===== config.mk =====
export PLATFORM = sky130hd
export DESIGN_NAME = branch_ring_triangle_indexer
export DESIGN_NICKNAME = d
export VERILOG_FILES = /design/src/sv/brti_pkg.sv /design/src/sv/brti_ctrl.sv /design/src/sv/brti_dp.sv /design/src/sv/branch_ring_triangle_indexer.sv
export SDC_FILE = /design/constraint.sdc
export NUM_CORES = 1
export LEC_CHECK = 0
export BUFFER_PORTS_ARGS = -buffer_cell sky130_fd_sc_hd__buf_2
export CAP_MARGIN = 20
export CORE_MARGIN = 1
export CORE_UTILIZATION = 25
export DETAILED_ROUTE_END_ITERATION = 10
export GPL_ROUTABILITY_DRIVEN = 1
export PLACE_DENSITY = 0.51
export SLEW_MARGIN = 20
export SYNTH_ARGS = -nofsm -noshare
export SYNTH_HDL_FRONTEND = slang
export SYNTH_SLANG_ARGS = --single-unit

===== constraint.sdc =====
create_clock -name i_clk -period 4.95 [get_ports i_clk]
set_clock_uncertainty 0.05 [all_clocks]
set_input_delay 0.99 -clock i_clk [delete_from_list [all_inputs] [get_ports i_clk]]
set_output_delay 0.99 -clock i_clk [all_outputs]
set_load 0.03 [all_outputs]

===== src/sv/brti_pkg.sv =====
// ----------------------------------------------------------------------------
// brti_pkg
// Shared types for the branch ring triangle indexer: controller states,
// triangle kinds and the command/status bundles between control and datapath.
// ----------------------------------------------------------------------------
package brti_pkg;

    localparam int IN_DATA_W = 40;
    localparam int IN_USER_W = 2;
    localparam int FIRST_W   = 16;
    localparam int SIZE_IN_W = 4;

    typedef enum logic [2:0] {
        ST_IDLE,
        ST_CAP,
        ST_RING_A,
        ST_RING_B,
        ST_MAP_A,
        ST_MAP_B
    } t_state;

    typedef enum logic [2:0] {
        TRI_CAP,
        TRI_RING_A,
        TRI_RING_B,
        TRI_MAP_A,
        TRI_MAP_B
    } t_tri;

    typedef struct packed {
        logic load;
        logic emit;
        logic last;
        logic cnt_clr;
        logic cnt_inc;
        t_tri kind;
    } t_cmd;

    typedef struct packed {
        logic go;
        logic in_leaf;
        logic in_map;
        logic map;
        logic cap_last;
        logic cnt_last;
        logic split;
    } t_status;

endpackage


===== src/sv/brti_ctrl.sv =====
// ----------------------------------------------------------------------------
// brti_ctrl
// Sequencer: walks cap fan, ring stitch or mapped stitch, one triangle per
// cycle whenever the output register can take it.
// ----------------------------------------------------------------------------
module brti_ctrl
    import brti_pkg::*;
(
    input  logic    i_clk,
    input  logic    i_rst_n,
    input  logic    i_s_tvalid,
    input  t_status i_status,
    output logic    o_s_tready,
    output t_cmd    o_cmd
);

    t_state r_state;
    t_state n_state;

    always_ff @(posedge i_clk) begin
        if (!i_rst_n) begin
            r_state <= ST_IDLE;
        end else begin
            r_state <= n_state;
        end
    end

    always_comb begin
        n_state       = r_state;
        o_s_tready    = 1'b0;
        o_cmd         = '0;
        o_cmd.kind    = TRI_CAP;
        case (r_state)
            ST_IDLE: begin
                o_s_tready = 1'b1;
                if (i_s_tvalid) begin
                    o_cmd.load = 1'b1;
                    if (i_status.in_leaf) begin
                        n_state = ST_CAP;
                    end else if (i_status.in_map) begin
                        n_state = ST_MAP_A;
                    end else begin
                        n_state = ST_RING_A;
                    end
                end
            end
            ST_CAP: begin
                if (i_status.go) begin
                    o_cmd.emit = 1'b1;
                    o_cmd.kind = TRI_CAP;
                    if (i_status.cap_last) begin
                        o_cmd.cnt_clr = 1'b1;
                        n_state = i_status.map ? ST_MAP_A : ST_RING_A;
                    end else begin
                        o_cmd.cnt_inc = 1'b1;
                    end
                end
            end
            ST_RING_A: begin
                if (i_status.go) begin
                    o_cmd.emit = 1'b1;
                    o_cmd.kind = TRI_RING_A;
                    n_state    = ST_RING_B;
                end
            end
            ST_RING_B: begin
                if (i_status.go) begin
                    o_cmd.emit = 1'b1;
                    o_cmd.kind = TRI_RING_B;
                    if (i_status.cnt_last) begin
                        o_cmd.last = 1'b1;
                        n_state    = ST_IDLE;
                    end else begin
                        o_cmd.cnt_inc = 1'b1;
                        n_state       = ST_RING_A;
                    end
                end
            end
            ST_MAP_A: begin
                if (i_status.go) begin
                    o_cmd.emit = 1'b1;
                    o_cmd.kind = TRI_MAP_A;
                    if (i_status.split) begin
                        n_state = ST_MAP_B;
                    end else if (i_status.cnt_last) begin
                        o_cmd.last = 1'b1;
                        n_state    = ST_IDLE;
                    end else begin
                        o_cmd.cnt_inc = 1'b1;
                    end
                end
            end
            ST_MAP_B: begin
                if (i_status.go) begin
                    o_cmd.emit = 1'b1;
                    o_cmd.kind = TRI_MAP_B;
                    if (i_status.cnt_last) begin
                        o_cmd.last = 1'b1;
                        n_state    = ST_IDLE;
                    end else begin
                        o_cmd.cnt_inc = 1'b1;
                        n_state       = ST_MAP_A;
                    end
                end
            end
            default: begin
                n_state = ST_IDLE;
            end
        endcase
    end

    a_last_to_idle: assert property (@(posedge i_clk) disable iff (!i_rst_n)
        o_cmd.emit && o_cmd.last |=> r_state == ST_IDLE)
        else $error("last triangle did not return sequencer to idle");

    a_emit_needs_slot: assert property (@(posedge i_clk) disable iff (!i_rst_n)
        o_cmd.emit |-> i_status.go)
        else $error("triangle issued while output slot busy");

    a_load_only_idle: assert property (@(posedge i_clk) disable iff (!i_rst_n)
        o_cmd.load |=> r_state != ST_IDLE)
        else $error("load left sequencer idle");

endmodule


===== src/sv/brti_dp.sv =====
// ----------------------------------------------------------------------------
// brti_dp
// Datapath: node registers, vertex counter, incremental round-half-up ring
// mapping (one compare/subtract per step) and the registered output slot.
// ----------------------------------------------------------------------------
module brti_dp
    import brti_pkg::*;
#(
    parameter int MAX_RING   = 8,
    parameter int INDEX_BITS = 16,
    parameter int OUT_DATA_W = 48
)(
    input  logic                  i_clk,
    input  logic                  i_rst_n,
    input  logic [IN_DATA_W-1:0]  i_s_tdata,
    input  logic [IN_USER_W-1:0]  i_s_tuser,
    input  logic                  i_m_tready,
    input  t_cmd                  i_cmd,
    output t_status               o_status,
    output logic                  o_m_tvalid,
    output logic [OUT_DATA_W-1:0] o_m_tdata,
    output logic                  o_m_tlast
);

    localparam int IW = INDEX_BITS;
    localparam int RW = $clog2(MAX_RING + 1);
    localparam int CW = $clog2(MAX_RING);
    localparam int DW = $clog2(2 * MAX_RING);

    function automatic logic [RW-1:0] clamp_size(input logic [SIZE_IN_W-1:0] s);
        logic [SIZE_IN_W:0] e;
        e = {1'b0, s};
        if (e < (SIZE_IN_W+1)'(3)) begin
            return RW'(3);
        end else if (e > (SIZE_IN_W+1)'(MAX_RING)) begin
            return RW'(MAX_RING);
        end
        return RW'(e);
    endfunction

    logic [RW-1:0] in_n, in_p, in_s, in_b;
    logic [IW-1:0] in_l, in_pf;
    logic          in_main, in_leaf, in_map, in_node_small;

    assign in_l          = IW'(i_s_tdata[15:0]);
    assign in_n          = clamp_size(i_s_tdata[19:16]);
    assign in_pf         = IW'(i_s_tdata[35:20]);
    assign in_p          = clamp_size(i_s_tdata[39:36]);
    assign in_main       = i_s_tuser[0];
    assign in_leaf       = i_s_tuser[1];
    assign in_map        = in_main && (in_n != in_p);
    assign in_node_small = in_n < in_p;
    assign in_s          = in_node_small ? in_n : in_p;
    assign in_b          = in_node_small ? in_p : in_n;

    logic [IW-1:0] r_l, r_far, r_big_first, r_small_first;
    logic [RW-1:0] r_n, r_span, r_b;
    logic          r_map;
    logic [DW-1:0] r_den, r_step, r_rem;
    logic [CW-1:0] r_cnt, r_m;

    logic          r_out_valid, r_out_last;
    logic [IW-1:0] r_ca, r_cb, r_cc;

    logic          go, cnt_last, cap_last, m_inc, split;
    logic [RW:0]   cnt_ext;
    logic [CW-1:0] v2, m_next, m2;
    logic [DW:0]   rem_sum;
    logic [DW-1:0] rem_next;
    logic [IW-1:0] a, b, c, v1i, v2i;

    assign go       = !r_out_valid || i_m_tready;
    assign cnt_ext  = (RW+1)'(r_cnt);
    assign cnt_last = (cnt_ext + (RW+1)'(1)) == {1'b0, r_span};
    assign cap_last = (cnt_ext + (RW+1)'(3)) == {1'b0, r_n};
    assign v2       = cnt_last ? '0 : r_cnt + CW'(1);

    assign rem_sum  = {1'b0, r_rem} + {1'b0, r_step};
    assign m_inc    = rem_sum >= {1'b0, r_den};
    assign rem_next = m_inc ? DW'(rem_sum - {1'b0, r_den}) : DW'(rem_sum);
    assign m_next   = r_m + CW'(m_inc);
    assign m2       = cnt_last ? '0 : m_next;
    assign split    = m2 != r_m;

    assign v1i = IW'(r_cnt);
    assign v2i = IW'(v2);

    always_comb begin
        a = r_l;
        b = r_l;
        c = r_l;
        case (i_cmd.kind)
            TRI_CAP: begin
                a = r_l;
                b = r_l + v1i + IW'(2);
                c = r_l + v1i + IW'(1);
            end
            TRI_RING_A: begin
                a = r_l + v1i;
                b = r_l + v2i;
                c = r_far + v1i;
            end
            TRI_RING_B: begin
                a = r_l + v2i;
                b = r_far + v2i;
                c = r_far + v1i;
            end
            TRI_MAP_A: begin
                a = r_big_first + v2i;
                b = r_big_first + v1i;
                c = r_small_first + IW'(r_m);
            end
            TRI_MAP_B: begin
                a = r_big_first + v2i;
                b = r_small_first + IW'(r_m);
                c = r_small_first + IW'(m2);
            end
            default: begin
                a = r_l;
            end
        endcase
    end

    always_ff @(posedge i_clk) begin
        if (!i_rst_n) begin
            r_out_valid <= 1'b0;
            r_cnt       <= '0;
            r_m         <= '0;
            r_rem       <= '0;
            r_den       <= DW'(4);
            r_span      <= RW'(3);
            r_map       <= 1'b0;
        end else begin
            if (i_cmd.emit) begin
                r_out_valid <= 1'b1;
            end else if (i_m_tready) begin
                r_out_valid <= 1'b0;
            end
            if (i_cmd.load) begin
                r_map  <= in_map;
                r_span <= in_map ? in_b : in_n;
                r_den  <= DW'(2 * (int'(in_b) - 1));
            end
            if (i_cmd.load || i_cmd.cnt_clr) begin
                r_cnt <= '0;
                r_m   <= '0;
                r_rem <= i_cmd.load ? DW'(in_b - RW'(1)) : DW'(r_b - RW'(1));
            end else if (i_cmd.cnt_inc) begin
                r_cnt <= r_cnt + CW'(1);
                r_m   <= m_next;
                r_rem <= rem_next;
            end
        end
    end

    always_ff @(posedge i_clk) begin
        if (i_cmd.load) begin
            r_l           <= in_l;
            r_n           <= in_n;
            r_b           <= in_b;
            r_far         <= in_main ? in_pf : in_l + IW'(in_n);
            r_big_first   <= in_node_small ? in_pf : in_l;
            r_small_first <= in_node_small ? in_l : in_pf;
            r_step        <= DW'(2 * (int'(in_s) - 1));
        end
        if (i_cmd.emit) begin
            r_ca       <= a;
            r_cb       <= b;
            r_cc       <= c;
            r_out_last <= i_cmd.last;
        end
    end

    assign o_status.go       = go;
    assign o_status.in_leaf  = in_leaf;
    assign o_status.in_map   = in_map;
    assign o_status.map      = r_map;
    assign o_status.cap_last = cap_last;
    assign o_status.cnt_last = cnt_last;
    assign o_status.split    = split;

    assign o_m_tvalid = r_out_valid;
    assign o_m_tdata  = OUT_DATA_W'({r_cc, r_cb, r_ca});
    assign o_m_tlast  = r_out_last;

    a_rem_below_den: assert property (@(posedge i_clk) disable iff (!i_rst_n)
        r_map |-> r_rem < r_den)
        else $error("mapping remainder out of range");

    a_cnt_in_ring: assert property (@(posedge i_clk) disable iff (!i_rst_n)
        (RW+1)'(r_cnt) < {1'b0, r_span})
        else $error("vertex counter beyond ring");

    a_map_in_small: assert property (@(posedge i_clk) disable iff (!i_rst_n)
        r_map |-> (DW+1)'(r_m) * 2 <= (DW+1)'(r_step))
        else $error("mapped vertex beyond smaller ring");

endmodule


===== src/sv/branch_ring_triangle_indexer.sv =====
// ----------------------------------------------------------------------------
// branch_ring_triangle_indexer
// Turns one branch node into index triangles: leaf cap fan, then a ring
// stitch to its own base ring, to an equal parent ring, or a mapped stitch
// between rings of different size.
//
//   port group  dir  payload (lsb first)
//   s_*         in   first[15:0] size[19:16] parent_first[35:20]
//                    parent_size[39:36]; tuser main[0] leaf[1]
//   m_*         out  corner_a, corner_b, corner_c (INDEX_BITS each); tlast
//
// An item is loaded, then the single triangle sequencer issues its
// triangles one per cycle while the output register can take them.
// The next item is taken once the last triangle sits in the output register.
// A stalled output holds the sequencer; nothing is dropped.
// Reset is synchronous, active low, and clears sequencer and output valid.
// ----------------------------------------------------------------------------
module branch_ring_triangle_indexer
    import brti_pkg::*;
#(
    parameter int MAX_RING   = 8,
    parameter int INDEX_BITS = 16
)(
    input  logic                                    i_clk,
    input  logic                                    i_rst_n,
    input  logic                                    i_s_tvalid,
    output logic                                    o_s_tready,
    // node_first_vertex, node_ring_size, parent_first_vertex, parent_ring_size
    input  logic [IN_DATA_W-1:0]                    i_s_tdata,
    // is_main_continuation, is_leaf
    input  logic [IN_USER_W-1:0]                    i_s_tuser,
    output logic                                    o_m_tvalid,
    input  logic                                    i_m_tready,
    // corner_a, corner_b, corner_c, zero padded to bytes
    output logic [((3*INDEX_BITS+7)/8)*8-1:0]       o_m_tdata,
    // last_triangle
    output logic                                    o_m_tlast
);

    localparam int OUT_DATA_W = ((3 * INDEX_BITS + 7) / 8) * 8;

    t_cmd    cmd;
    t_status status;

    brti_ctrl u_ctrl (
        .i_clk      (i_clk),
        .i_rst_n    (i_rst_n),
        .i_s_tvalid (i_s_tvalid),
        .i_status   (status),
        .o_s_tready (o_s_tready),
        .o_cmd      (cmd)
    );

    brti_dp #(
        .MAX_RING   (MAX_RING),
        .INDEX_BITS (INDEX_BITS),
        .OUT_DATA_W (OUT_DATA_W)
    ) u_dp (
        .i_clk      (i_clk),
        .i_rst_n    (i_rst_n),
        .i_s_tdata  (i_s_tdata),
        .i_s_tuser  (i_s_tuser),
        .i_m_tready (i_m_tready),
        .i_cmd      (cmd),
        .o_status   (status),
        .o_m_tvalid (o_m_tvalid),
        .o_m_tdata  (o_m_tdata),
        .o_m_tlast  (o_m_tlast)
    );

endmodule


; ---- Word level (Yosys, flattened, before mapping)
; Index checks and enable logic that the tools add are counted.
[word_totals]
inputBits = 46
word_cells = 146
output_inout_bits = 51
regBits = 146
[classes]
n_mux = 64
eq_ne = 21
add_sub_neg = 21
bitwise = 1
n_reduce_logical = 14
order_cmp = 6
[op_table]
columns = operator, n
row1 = 16-bit by 3-bit adder with 16-bit output, 8
row2 = 16-bit case mux with 5 select lines, 1
row3 = 16-bit case mux with 4 select lines, 1
row4 = 4-bit 2-to-1 mux, 15
row5 = 16-bit 2-to-1 mux, 3
row6 = 3-bit 2-to-1 mux, 16
row7 = 16-bit case mux with 3 select lines, 1
row8 = 1-bit 2-to-1 mux, 18
row9 = 3-bit case mux with 6 select lines, 1
row10 = "16-bit by 1-bit adder with 16-bit output, second input constant", 1
row11 = "16-bit by 2-bit adder with 16-bit output, second input constant", 1
row12 = 16-bit by 4-bit adder with 16-bit output, 1
row13 = 3-bit case mux with 5 select lines, 1
row14 = "3-bit by 2-bit equality test with 1-bit output, second input constant", 4
row15 = "2-bit by 1-bit inequality test with 1-bit output, second input constant", 6
row16 = 5-bit by 4-bit equality test with 1-bit output, 2
row17 = 2-bit OR reduction, 5
row18 = "3-bit equality test, second input constant", 3
row19 = "4-bit > comparator, second input constant", 2
row20 = "4-bit by 2-bit < comparator with 1-bit output, second input constant", 2
row21 = 8-bit AND reduction, 1
row22 = "4-bit by 1-bit subtractor with 4-bit output, second input constant", 2
row23 = "3-bit by 1-bit equality test with 1-bit output, second input constant", 2
row24 = 3-bit zero test, 2
row25 = other kinds (23), 28

; ---- Longest topological paths before layout
; Gate-level depths: netlist of run 1.
[logic_depth]
ltp_word = 11
depth_mapped = 18
ltp_nobuf = 18

; ---- Cells and area by module
; From an unflattened synthesis of run 1, not the netlist that was laid out.
[hier_totals]
hier_cells = 1270
hier_area_um2 = 11544.8
[by_module_without_submodules]
columns = module, n_inst, area_each_um2, cells_each, seq_area_each_um2
row1 = brti_dp, 1, 11131.9, 1214, 4103.9
row2 = brti_ctrl, 1, 412.9, 56, 60.1

; ---- Worst setup path before layout of run 1
; No wires, ideal clock.
[synth_timing]
path_type = reg2reg
startpoint = register u_dp.r_step[1]
endpoint = register u_dp.r_cc[11] (data pin)
n_path_buf = 0
t_required_ps = 4632
stages_incl_launch_ff = 16
arrival_ps = 3841
setup_slack_ps = 791
setup_ps = 268
period_less_slack_ps = 4159
path_cell_list = edfxtp_1 ha_1 fa_1 fa_1 o21ai_0 nand2_1 ha_1 ha_1 nor2b_1 ha_1 a21o_1 a21oi_1 o22a_1 nor3_1 a211oi_1 o21ai_0
[synth_between]
elab_chain_len = 6
[synth_rtl]
columns = element, line_no
row1 = "start, declared", brti_dp.sv:59  ; logic [DW-1:0] r_den, r_step, r_rem;
row2 = "start signal, assigned", brti_dp.sv:164  ; r_step <= DW'(2 * (int'(in_s) - 1));
row3 = 4-bit by 4-bit adder with 5-bit output, brti_dp.sv:78  ; assign rem_sum = {1'b0, r_rem} + {1'b0, r_step};
row4 = 5-bit by 4-bit greater-or-equal comparator with 1-bit output, brti_dp.sv:79  ; assign m_inc = rem_sum >= {1'b0, r_den};
row5 = 3-bit by 1-bit adder with 3-bit output, brti_dp.sv:81  ; assign m_next = r_m + CW'(m_inc);
row6 = via u_dp.m_next[1], brti_dp.sv:67  ; logic [CW-1:0] v2, m_next, m2;
row7 = 3-bit 2-to-1 mux, brti_dp.sv:82  ; assign m2 = cnt_last ? '0 : m_next;
row8 = 16-bit by 3-bit adder with 16-bit output, brti_dp.sv:116  ; c = r_small_first + IW'(m2);
row9 = 16-bit case mux with 4 select lines, brti_dp.sv:92  ; case (i_cmd.kind)
row10 = via u_dp.c[11], brti_dp.sv:70  ; logic [IW-1:0] a, b, c, v1i, v2i;
row11 = "end signal, assigned", brti_dp.sv:169  ; r_cc <= c;
row12 = "end, declared", brti_dp.sv:63  ; logic [IW-1:0] r_ca, r_cb, r_cc;
; The timed path passes the listed nets, and every way through them passes these cells.
; A chain may end at the register's enable or synchronous reset.

; ---- Worst setup path after layout of run 1
[layout_timing]
startpoint = register u_dp.r_step[1]
endpoint = register u_dp.r_cc[8] (data pin)
; Same word-level chain as after synthesis.

==> results.md, run 1 <==
- The CTS tree is done.
- The worst-path maximum fanout is 5.
- The cell count of the worst hold path is 2.
- After global routing the overflow that remains totals 0.
- The placed wire-length estimate is 28.5 mm.
- The pin count of the biggest net entering global routing is between 70 and 80.
- The number of nets handed over by synthesis was 1,272.
- The peak supply drop is 0.291 mV.
- The worst hold path belongs to the class register to register.
- In this run the worst setup path begins at u_dp.r_step[1]$_DFFE_PP_.
- The number of global-route vias before repair is between 8,000 and 9,000.
- The measured slew at the worst slew-check pin is ~0.88 ns.
- Yosys attributes the largest share of cell area to sky130_fd_sc_hd__edfxtp_1 34%, sky130_fd_sc_hd__xnor2_1 6.2%, sky130_fd_sc_hd__ha_1 5.6%, sky130_fd_sc_hd__xor2_1 5.2%, sky130_fd_sc_hd__o21ai_0 4.1%.
- Of the total power, the share spent switching nets is 0.477.
- The later pin in the worst-skew pair is clocked with a latency of roughly 0.44 ns.
- The total number of clock tree sinks is approximately 150.
- The final critical delay including setup and external delays is roughly 4.5 ns.
- The total number of vias is around 9,300.
- For this design the ratio of total power to cell area is about 650 nW/um^2.
- The async set-or-reset flop fraction in the synthesized netlist is 0.
- The floorplan step defined a die boundary enclosing between 40,000 and 50,000 sq um.
- After clock tree synthesis, the repair step resized 0 gates.
- The share of layout cells above drive strength 1 is 0.173.
- The master cell of the clock root buffer is sky130_fd_sc_hd__clkbuf_16.
- The cell area that synthesis handed to floorplanning was 10,900 sq um.
- The worst register-to-register path ends at u_dp.r_cc[8]$_DFFE_PP_.
- The first routing iteration left 988 violations.
- The final layout contains between 1,000 and 1,500 nets.
- The part of the total power dissipated in the clock network is 0.155.
- The share of the synthesized area in the top cell type is 0.340.
- The combinational group share of total power is 0.525.
- The initial antenna violation count is 3.
- The routability congestion estimate from global placement is about 0.9.
- The remaining antenna violation count is 0.
- Buffers added to address setup during post-CTS repair amount to 0.
- The placeable core region is ~43,000 sq um.
- Clock-pin slew was measured on the worst setup and hold paths at around 0.070 ns.
- The number of synthesis warnings is 0.
- The critical path capture point type is a register.
- The setup TNS is 0 ns.
- For this run, the top clock speed supported by timing is about 220 MHz.
- The post-route core utilization is 0.294.
- From left edge to right edge, the die measures 211 um.
- The mean instance size in the synthesized netlist is about 9.4 sq um.
- Setup slack on the worst reg-to-reg path comes out at between 0.4 and 0.5 ns.
- The height of the chip is ~210 um.
- After detailed routing, the number of vias per cell comes to about 5.
- The worst endpoint required time is roughly 5.1 ns.
- The worst-case headroom to the max-slew limit is 0.410.
- The leading register cell type out of synthesis is sky130_fd_sc_hd__edfxtp_1.
- Counting flops with a built-in enable in the synthesized netlist gives between 100 and 150.
- The data arrival at the endpoint of the critical path is between 4 and 5 ns.
- The filler cell count in the final layout is 4,523.
- The internal cell power is about 4.3 mW.
- After clock tree synthesis, the flow added hold-fix buffers numbering 0.
- In this run the core area contains 76 standard-cell rows.
- In this run, CTS created clock tree buffers numbering 17.
- The number of different library cells in the post-synthesis netlist is between 80 and 90.
- The number of input and output port buffers inserted is 96.
- For this block, the routed nets add up to between 30 and 40 mm of wire.
- The analysis attributes to cell leakage a power of 4.65 nW.
- The depth of the most critical reg-to-reg path is 15.
- The startpoint identified for the worst register-to-register timing path is u_dp.r_step[1]$_DFFE_PP_.
- The startpoint class of the critical path is a register.
- The final count of hold timing violations is 0.
- The combined global-route utilization of all metal layers is 0.165.
- Setup repair after global routing left no endpoint under its margin.
- The worst hold slack is between 0.4 and 0.5 ns.
- The startpoint of the most critical hold path is u_dp.r_den[3]$_SDFFE_PN0P_.
- The run finished with clean final reports.
- The net switching power figure is between 3 and 4 mW.
- The final total power is about 8.3 mW.
- The detailed-route DRC error count is 0.
- The deepest level of the CTS H-tree is 4.
- The initial cell density of the core is 0.254.
- Synthesis inferred between 100 and 150 register bits.
- The final routed wire length divided by cell count is 20.0 um.
- The endpoint of the worst hold path is u_dp.r_den[3]$_SDFFE_PN0P_.
- The number of antenna repair diodes is 0.
- The share of the clock period used by the worst path is 0.914.
- The biggest area consumer among synthesized cells is sky130_fd_sc_hd__edfxtp_1.
- No sink is reached through more buffers than the 2 on the longest clock path.
- Pin placement for this block handled between 90 and 100 I/O pins.
- The pre-antenna-repair detailed-routing pass consisted of 5 iterations.
- The proportion of power drawn by flip-flops and latches is 0.321.
- The worst setup path is of the register to register kind.
- The cell count after synthesis came out at ~1,200.
- From synthesis to final layout, the design area changed by 16.0%.
- Setup violations remaining at the end of the flow were counted as 0.
- The global-route wire length before repair is 55.2 mm.
- The share of the Yosys chip area taken by registers is 0.380.
- The tool flagged a number of max-cap violations equal to 0.
- The count of final max-slew check failures is 0.
kinds of logic after synthesis:
family	Yosys count	synth area share
buf+inv	94	0.0384
xor+xnor	144	0.116
fa+ha+maj	60	0.0761
mux	46	0.0464
simple gates	395	0.176
flops	146	0.380
compound gates	281	0.167
how the worst max path moves through the flow:
stage                                    to  slack [ns]  cells after the start
floorplan           u_dp.r_cc[11]$_DFFE_PP_        0.79                     15
global placement    u_dp.r_cc[14]$_DFFE_PP_        0.50                     15
detailed placement   u_dp.r_cc[8]$_DFFE_PP_        0.42                     15
CTS                  u_dp.r_cc[8]$_DFFE_PP_        0.41                     15
global route         u_dp.r_cc[8]$_DFFE_PP_        0.09                     15
finish               u_dp.r_cc[8]$_DFFE_PP_        0.42                     15
synth_stat cells (all sizes together), types with 22 or more instances:
cell and instances:
nor2 112, ha 49, xor2 65, nand3 41
nand4 23, nor3 31, a21oi 58, o21ai 91
xnor2 79, edfxtp 124, dfxtp 22, inv 34
mux2 35, clkbuf 44, nand2 107
power groups by stage:
stage	sequential [mW]	combinational, mW	clock (mW)
CTS	2.65	4.34	1.30
global placement	2.68	4.30	0
finish	2.65	4.34	1.28
detailed placement	2.67	4.31	0
global route	2.71	4.70	1.35
floorplan	2.87	2.61	0
critical path, cell delays in order (launching register included):
cell and delay, ns:
sky130_fd_sc_hd__edfxtp_1 0.41, sky130_fd_sc_hd__ha_1 0.22, sky130_fd_sc_hd__fa_1 0.50, sky130_fd_sc_hd__fa_1 0.45, sky130_fd_sc_hd__o21ai_0 0.18, sky130_fd_sc_hd__nand2_1 0.19, sky130_fd_sc_hd__ha_1 0.26, sky130_fd_sc_hd__ha_1 0.29
sky130_fd_sc_hd__nor2b_1 0.17, sky130_fd_sc_hd__fa_1 0.43, sky130_fd_sc_hd__a21o_1 0.19, sky130_fd_sc_hd__nand4_1 0.21, sky130_fd_sc_hd__o22a_1 0.30, sky130_fd_sc_hd__nor3_1 0.08, sky130_fd_sc_hd__a221oi_1 0.22, sky130_fd_sc_hd__o21ai_0 0.12
final cells by class:
| class | instances | area, sq um | share of cell area |
|---|---|---|---|
| clock buffers | 21 | 483 | 0.0380 |
| multi-input cells | 926 | 6370 | 0.502 |
| inverters | 35 | 131 | 0.0103 |
| flip-flops and latches | 146 | 4160 | 0.328 |
| clock inverters | 11 | 90.1 | 0.00710 |
| well taps | 585 | 732 | 0.0577 |
| repair buffers | 128 | 721 | 0.0568 |
metal layers:
metal	track usage	vias to the layer above	wire [um]
li1	-	4449	-
met1	0.249	4414	17800
met2	0.236	409	15400
met3	0.0326	35	3090
met4	0.0452	6	613
met5	0	-	41
flip-flops by register name, summed over array words and instances, names as in the netlist, 4 cells and up:
register and flops:
u_dp.r_far 16, u_dp.r_rem 4, u_dp.r_n 4, u_dp.r_b 4, u_dp.r_l 16, u_dp.r_ca 16, u_dp.r_cc 16, u_dp.r_span 4
u_dp.r_small_first 16, u_dp.r_big_first 16, u_dp.r_cb 16
layout by cell type, fill, tap and decap left out, types with 8 or more instances in the layout:
cell	count
sky130_fd_sc_hd__a22oi_1	17
sky130_fd_sc_hd__clkbuf_16	19
sky130_fd_sc_hd__nand2_1	102
sky130_fd_sc_hd__inv_1	33
sky130_fd_sc_hd__xnor2_1	78
sky130_fd_sc_hd__nor2b_1	13
sky130_fd_sc_hd__nor2_1	110
sky130_fd_sc_hd__edfxtp_1	124
sky130_fd_sc_hd__xor2_1	65
sky130_fd_sc_hd__nand4_1	22
sky130_fd_sc_hd__o21ai_0	90
sky130_fd_sc_hd__a221o_1	8
sky130_fd_sc_hd__buf_2	96
sky130_fd_sc_hd__mux2_2	34
sky130_fd_sc_hd__nor3_1	31
sky130_fd_sc_hd__a211oi_1	10
sky130_fd_sc_hd__buf_4	32
sky130_fd_sc_hd__a21oi_1	58
sky130_fd_sc_hd__fa_1	11
sky130_fd_sc_hd__o22ai_1	11
sky130_fd_sc_hd__ha_1	49
sky130_fd_sc_hd__dfxtp_1	22
sky130_fd_sc_hd__a21o_1	17
sky130_fd_sc_hd__o211ai_1	13
sky130_fd_sc_hd__nand3_1	40
sky130_fd_sc_hd__nand2b_1	13
sky130_fd_sc_hd__mux2i_1	11
stage by stage:
stage,setup WS (ns),std cells,instance area (sq um)
after floorplan,0.791,1166,10900
after global placement,0.497,1820,12100
after detailed placement,0.416,1820,12100
after CTS,0.406,1852,12700
after global routing,0.0912,1852,12700
final,0.424,1852,12700
No activity file was read; power rests on OpenSTA's default activity.
==> run 2: changes to the inputs <==
Settings changed: RECOVER_POWER set to 25, SLEW_MARGIN 20 to not set.
Clock period 4.95 ns to 4.2 ns, I/O delays scaled along.
==> run 2 against run 1 <==
  * The flow now finishes with violations (capacitance limit, slew limit)
  * Sequential cell count unchanged
  * Sequential power up 20%
  * Via count up 1.7%
  * Critical path type unchanged
==> results.md, run 2 (same netlist as run 1, synthesis figures left out) <==
- In this run the tightest slew margin relative to its limit is -0.367.
- For met1 alone, demand over resource in global routing was 0.249.
- In the global route stage, overall resource usage came out at 0.167.
- The worst endpoint required time is roughly 4.3 ns.
- The most frequent standard cell in the layout excluding fill and tap cells is sky130_fd_sc_hd__edfxtp_1.
- Using the TritonRoute via totals, the vias-per-cell ratio works out to roughly 5.
- The insertion delay of the later-clocked pin in the worst-skew pair is about 0.44 ns.
- For the worst setup path, the data arrival time is 4.23 ns.
- The flow ran to the end, but the final reports show violations.
- Compared with the post-synthesis result, the final layout area differs by 17.5%.
- The width of the die is 211 um.
- The share of layout cells above drive strength 1 is 0.149.
- After detailed routing, the number of remaining DRC violations is 0.
- After clock tree synthesis, the clock-pin slew on the worst setup and hold paths is ~0.070 ns.
- The category of the critical setup timing path is register to register.
- The upper clock frequency limit is approximately 240 MHz.
- After global routing, the most crowded layer is met1.
- The H-tree generated during clock tree synthesis spans 4 levels.
- In this run, CTS created clock tree buffers numbering 17.
- The power per cell area is between 700 and 800 nW/um^2.
- The total number of clock tree sinks is approximately 150.
- In this run the worst path has a maximum fanout of 4.
- The final layout contains about 1,400 nets.
- The final reports fail on capacitance limit, slew limit.
- For this block, the routed nets add up to 37.7 mm of wire.
- STA classifies the critical path endpoint as a register.
- The master cell of the clock root buffer is sky130_fd_sc_hd__clkbuf_16.
- The placeable core region is ~43,000 sq um.
- The number of global-route vias before repair came to 8,952.
- After detailed routing, the average wire length per cell comes to slightly above 20 um.
- The number of iterations in the first detailed-routing pass is 6.
- The share of the clock period used by the worst path is 0.975.
- The repair_antennas step left the layout with diodes totalling 0.
- In the global route stage, met3 resource usage came out at 0.0345.
- The initial antenna violation count came to 3.
- The number of input and output port buffers inserted is 96.
- The number of cells after detailed placement is approximately 1,800.
- The max-capacitance violation count is 1.
- The peak supply drop is around 0.33 mV.
- For this design, the CTS-stage hold fixing added 0 buffers.
- The final count of negative-setup-slack endpoints is 0.
- The CTS tree is done.
- Setup repair after global routing could not meet its margin everywhere.
- For this configuration, the core starts out at a cell density of 0.254.
- The pin count of the biggest net entering global routing is between 60 and 70.
- The routability congestion estimate from global placement is 0.894.
- Setup total negative slack on the finished layout was measured at 0 ns.
- The detail route stage leaves a number of antenna-violating nets equal to 0.
- The final count of hold timing violations is 0.
- The height of the chip is roughly 210 um.
- The maximum root-to-sink buffer count is 2.
- In the layout the commonest cells are 124 x sky130_fd_sc_hd__edfxtp_1, 109 x sky130_fd_sc_hd__nor2_1, 101 x sky130_fd_sc_hd__nand2_1.
- The wire-length estimate of the detail-placed layout is a little under 30 mm.
- The count of final max-slew check failures is 25.
- The top-level I/O count is between 90 and 100.
- The analysis attributes to cell leakage a power of ~4.5 nW.
- The final critical delay including setup and external delays is slightly above 4 ns.
- The total number of placement rows is between 70 and 80.
- The path type of the worst min-delay path is register to register.
- The number of violations reported at the end of detailed-routing iteration 0 is between 800 and 900.
- The startpoint class of the critical path is a register.
- After the flow finishes, the layout carries non-filler instances totaling 1,875.
- The first global-routing pass estimated ~56 mm of wire.
- The worst hold slack is roughly 0.4 ns.
- The die covers approximately 45,000 sq um.
- The total number of vias is about 9,500.
- Global routing finished with a remaining overflow of 0.
- The measured slew at the worst slew-check pin is 2.04 ns.
- For this run, global-route usage on met2 was measured as 0.242.
run 2: metrics by stage:
step / setup slack [ns] / total power, mW / util / instance area, sq um
final: 0.105 / 9.94 / 0.298 / 12900
after floorplan: 0.0406 / 6.46 / - / 10900
after detailed placement: -0.195 / 8.37 / 0.284 / 12300
after CTS: 0.0171 / 9.91 / 0.298 / 12900
after global placement: -0.0584 / 8.34 / 0.284 / 12300
after global routing: -0.0743 / 10.5 / 0.298 / 12900
run 2: worst max-delay path, stage by stage, from the launching register on:
cell	delay [ns]
sky130_fd_sc_hd__edfxtp_1	0.40
sky130_fd_sc_hd__ha_2	0.21
sky130_fd_sc_hd__fa_2	0.60
sky130_fd_sc_hd__ha_4	0.21
sky130_fd_sc_hd__and3b_1	0.17
sky130_fd_sc_hd__o21ai_2	0.14
sky130_fd_sc_hd__nand2_2	0.10
sky130_fd_sc_hd__ha_4	0.20
sky130_fd_sc_hd__ha_4	0.17
sky130_fd_sc_hd__xnor2_2	0.17
sky130_fd_sc_hd__nor2_2	0.05
sky130_fd_sc_hd__ha_1	0.32
sky130_fd_sc_hd__a21o_1	0.14
sky130_fd_sc_hd__nand4_1	0.23
sky130_fd_sc_hd__buf_4	0.23
sky130_fd_sc_hd__o21ai_2	0.10
sky130_fd_sc_hd__o21ai_1	0.08
sky130_fd_sc_hd__a22oi_1	0.17
sky130_fd_sc_hd__o211ai_1	0.11
run 2: worst paths after layout:
kind	from	end	slack (ns)	depth (start not counted)
max	u_dp.r_step[1]$_DFFE_PP_	u_dp.r_cc[10]$_DFFE_PP_	0.11	18
min	u_dp.r_rem[0]$_SDFFE_PN0P_	u_dp.r_rem[0]$_SDFFE_PN0P_	0.41	2
max reg2reg	u_dp.r_step[1]$_DFFE_PP_	u_dp.r_cc[10]$_DFFE_PP_	0.11	18
min reg2reg	u_dp.r_rem[0]$_SDFFE_PN0P_	u_dp.r_rem[0]$_SDFFE_PN0P_	0.41	2
run 2: cell type report:
| class | count | area (sq um) |
|---|---|---|
| fillers | 4616 | 30300 |
| multi-input cells | 926 | 6480 |
| flip-flops and latches | 146 | 4160 |
| repair buffers | 151 | 801 |
| well taps | 585 | 732 |
| clock buffers | 17 | 425 |
| clock inverters | 15 | 131 |
| inverters | 35 | 131 |
run 2: per-layer routing:
metal	up-vias	share of wire
li1	4509	-
met1	4515	0.49
met2	391	0.41
met3	50	0.080
met4	6	0.019
met5	-	0.00098
run 2: timing repair:
| item | 4_1_cts | 5_1_grt |
|---|---|---|
| setup buffers | 0 | 2 |
| endpoints found under the setup margin | 10 | 13 |
| gates resized for setup | 8 | 26 |
| pin swaps | 3 | 14 |
run 2: where the power goes:
group          switching [mW]  leakage (nW)  internal [mW]  total, mW
combinational            3.44          2.92           1.82       5.26
sequential              0.643          1.36           2.53       3.18
clock                   0.691         0.255          0.818       1.51
